==> config.mk <==
export PLATFORM = sky130hd
export DESIGN_NAME = sp1h_ram
export DESIGN_NICKNAME = d
export VERILOG_FILES = /design/src/hw/rtl/sp1h_ram.sv
export SDC_FILE = /design/constraint.sdc
export NUM_CORES = 1
export LEC_CHECK = 0
export BUFFER_PORTS_ARGS = -buffer_cell sky130_fd_sc_hd__buf_2
export CORE_AREA = 2 2 84 166
export DETAILED_ROUTE_END_ITERATION = 6
export DIE_AREA = 0 0 86 168
export SLEW_MARGIN = 20
export SYNTH_ARGS = -nofsm -noshare
export SYNTH_HDL_FRONTEND = slang
export SYNTH_SLANG_ARGS = --single-unit
==> constraint.sdc <==
create_clock -name clk -period 1.4 [get_ports clk]
set_input_delay 0.07 -clock clk [delete_from_list [all_inputs] [get_ports clk]]
set_output_delay 0.07 -clock clk [all_outputs]
set_load 0.02 [all_outputs]
==> src/hw/rtl/sp1h_ram.sv <==
// Generic single-write, single-read synchronous RAM with registered read data.
`timescale 1ns / 1ps

module sp1h_ram #(
    parameter int WIDTH = 8,
    parameter int DEPTH = 16
) (
    input  logic                                   clk,
    input  logic                                   we,
    input  logic [((DEPTH > 1) ? $clog2(DEPTH) : 1)-1:0] waddr,
    input  logic [WIDTH-1:0]                       wdata,
    input  logic [((DEPTH > 1) ? $clog2(DEPTH) : 1)-1:0] raddr,
    output logic [WIDTH-1:0]                       rdata
);

    logic [WIDTH-1:0] mem [DEPTH];

    // Write port
    always_ff @(posedge clk)
    begin
        if (we)
        begin
            mem[waddr] <= wdata;
        end
    end

    // Registered read port
    always_ff @(posedge clk)
    begin
        rdata <= mem[raddr];
    end

endmodule

==> metrics.txt <==
status completed; maximum clock frequency 0.743 GHz; FFs w/ async S/R, synth 0%; clock network fraction of total power 45.9%; Reg power frac 48.8%; H-tree Lvls 4; Syn Area/Cell 22.5 um2; type of the worst setup path reg2reg; initial detailed-routing violation count 123; largest net degree at the start of global routing 19; Clock Root Buffer clkbuf_16; Hold EP mem[15][1]; vias in the first global route 2555; Static Leakage 2.13 nW; Seq/Total Area, Yosys 77.8%; Final period util 96.1%; Fillers 1081; Sw Share 19.3%; Hold Path Origin wdata[1]; RSZ-0062 raised after global routing no; Final #Nets 309; Tot GR Track Use 14.8%; num rows 60; initial antenna violation count 0; worst-skew pair later-pin latency 410 ps; Final min period 1350 ps; WHS Path Cells 1; DR vias 2456; reg-to-reg setup timing slack 50 ps; Worst slew margin 72.0%; num ports 26; Port Buffer Count 25; drt pass-1 iters 4; Routed WL 9.79 mm; layout cell share with drive strength beyond 1 35.2%; #FFs+latches synth 136; Critical Path RT 1690 ps; clk sinks 136; transition time of the tightest slew-check pin 419 ps; ANT nets after route 0; fin. max-slew vios 0; DRC viols 0; Starting Density 38.7%; Post-DP HPWL 6.34 mm; total power 9.38 mW; Die Height 168 um; R2R Path End rdata[0]; Distinct cells, synth 19; Worst Reg-to-Reg Cells 3; logic gate share of total power 5.3%; Critical Path Source Type flip-flop; Worst Path Max Fanout 1; Post-Syn Area 0.00515 mm2; first-pass GRT wire length 15.2 mm; synthesized instance count 229; via/cell ratio 5.35; syn_nets 247; Post-synth EDFFs 128; Num CTS Buffers 17; Pint 7.57 mW; CTS tree yes; total grt overflow 0; Hold-fix buffers, CTS 0; VDD IR-drop max 0.000916 V; final-report hold violation count 0; Die X 86 um; Final setup viols 0; setup slack after layout 54.5 ps; clock buffer depth 2; post-CTS setup buffer count 0; gpl congestion 0.722; crit end category flip-flop; Hold Crit Class in2reg; antenna cell count 0; Worst-path clk slew 60 ps; Finished Core Util 47.0%; pwr/cell area 1500 mW/mm2; dominant synthesized flop cell edfxtp_1; area growth from synthesis to layout 21.4%; Ys Warns 0; core box area 0.0133 mm2; routed wire length per instance 21.3 um; RR Startpoint mem[1][0]; Place WS -208 ps; Die ar. 0.0144 mm2; worst path arrival time 1630 ps; Max-Cap Viols 0; Psw 1.81 mW; Clock Skews 6.18 ps
[worst max-delay path by stage]
stage	start	to	slack, ps
finish	mem[1][0]	rdata[0]	50
global route	mem[1][0]	rdata[0]	7
CTS	mem[9][2]	rdata[2]	20
detailed placement	raddr[0]	rdata[4]	-210
global placement	raddr[0]	rdata[4]	-200
floorplan	waddr[2]	mem[3][0]	60
[power by group through the flow]
stage / clock [mW] / sequential (mW) / combinational [mW]
after floorplan: 0 / 4.69 / 0.231
after global placement: 0 / 4.65 / 0.482
after detailed placement: 0 / 4.66 / 0.496
after CTS: 4.37 / 4.58 / 0.502
after global routing: 4.56 / 4.58 / 0.541
final: 4.30 / 4.58 / 0.499
[through the flow]
stage                     hold WS, ps  area, um2  setup TNS [ps]  cells
after floorplan                   169       5150               0    229
after CTS                        55.2       6240               0    459
final                            60.2       6250               0    459
after detailed placement          486       5630            -738    427
after global routing             62.7       6250               0    459
after global placement            466       5630            -604    427
[kinds of logic (layout without fill, tap and decap cells)]
kind of cell	Yosys count	count (layout)	synth area share, %
DFF	136	136	77.8
and+or+nand+nor	35	35	3.18
muxes	32	32	15.0
AOI/OAI and AO/OA	16	16	2.33
buffers and inverters	10	85	1.68
[critical path: stages, from the launching register on]
cell	delay [ps]
edfxtp_1	370
mux4_1	540
a22oi_2	230
nand2_1	90
[Yosys cell counts, types with 2 or more instances]
library cell | count | area share (%)
buf_6 | 3 | 0.66
dfxtp_1 | 8 | 3.1
nor2_1 | 13 | 0.95
nand2b_1 | 2 | 0.24
a22oi_1 | 16 | 2.3
nand3b_1 | 2 | 0.29
mux4_1 | 14 | 7.1
mux4_2 | 18 | 7.9
nand2_1 | 9 | 0.66
nor3_1 | 4 | 0.39
clkdlybuf4s25_2 | 3 | 0.58
buf_2 | 3 | 0.29
edfxtp_1 | 128 | 75
[repair_timing]
| action | CTS | global route |
|---|---|---|
| hold endpoints to repair | 0 | 0 |
| endpoints found under the setup margin | 3 | 3 |
| pin swaps | 0 | 2 |
| resized for setup | 3 | 3 |
[routing by layer]
metal	up-vias	track usage [%]	part of all wire, %
met3	15	3.92	3.8
met2	68	22.6	49
met4	0	5.31	1.8
li1	1094	-	-
met5	-	0	0
met1	1279	20.4	45
[registers in the layout, summed over array words and instances, names as in the netlist]
name and cells:
mem 128, rdata 8
[cell usage in the layout (no fill, tap or decap), drive strengths merged]
cell | Yosys | final
edfxtp | 128 | 128
buf | 7 | 53
mux4 | 32 | 32
clkbuf | 0 | 25
a22oi | 16 | 16
nor2 | 13 | 13
nand2 | 9 | 9
dfxtp | 8 | 8
nor3 | 4 | 4
clkinvlp | 0 | 3
nand3b | 2 | 2
nand2b | 2 | 2
clkinv | 0 | 2
bufinv | 0 | 2
nor2b | 1 | 1
and2 | 1 | 1
and2b | 1 | 1
nand3 | 1 | 1
or3b | 1 | 1
[layout make-up]
type | instances | area (um2) | area share (%)
multi-input cells | 83 | 1090 | 17.5
clock buffers | 25 | 495 | 7.93
well taps | 155 | 194 | 3.10
flip-flops and latches | 136 | 4000 | 64.1
repair buffers | 53 | 373 | 5.96
clock inverters | 7 | 92.6 | 1.48
(Power assumes the default switching activity.)
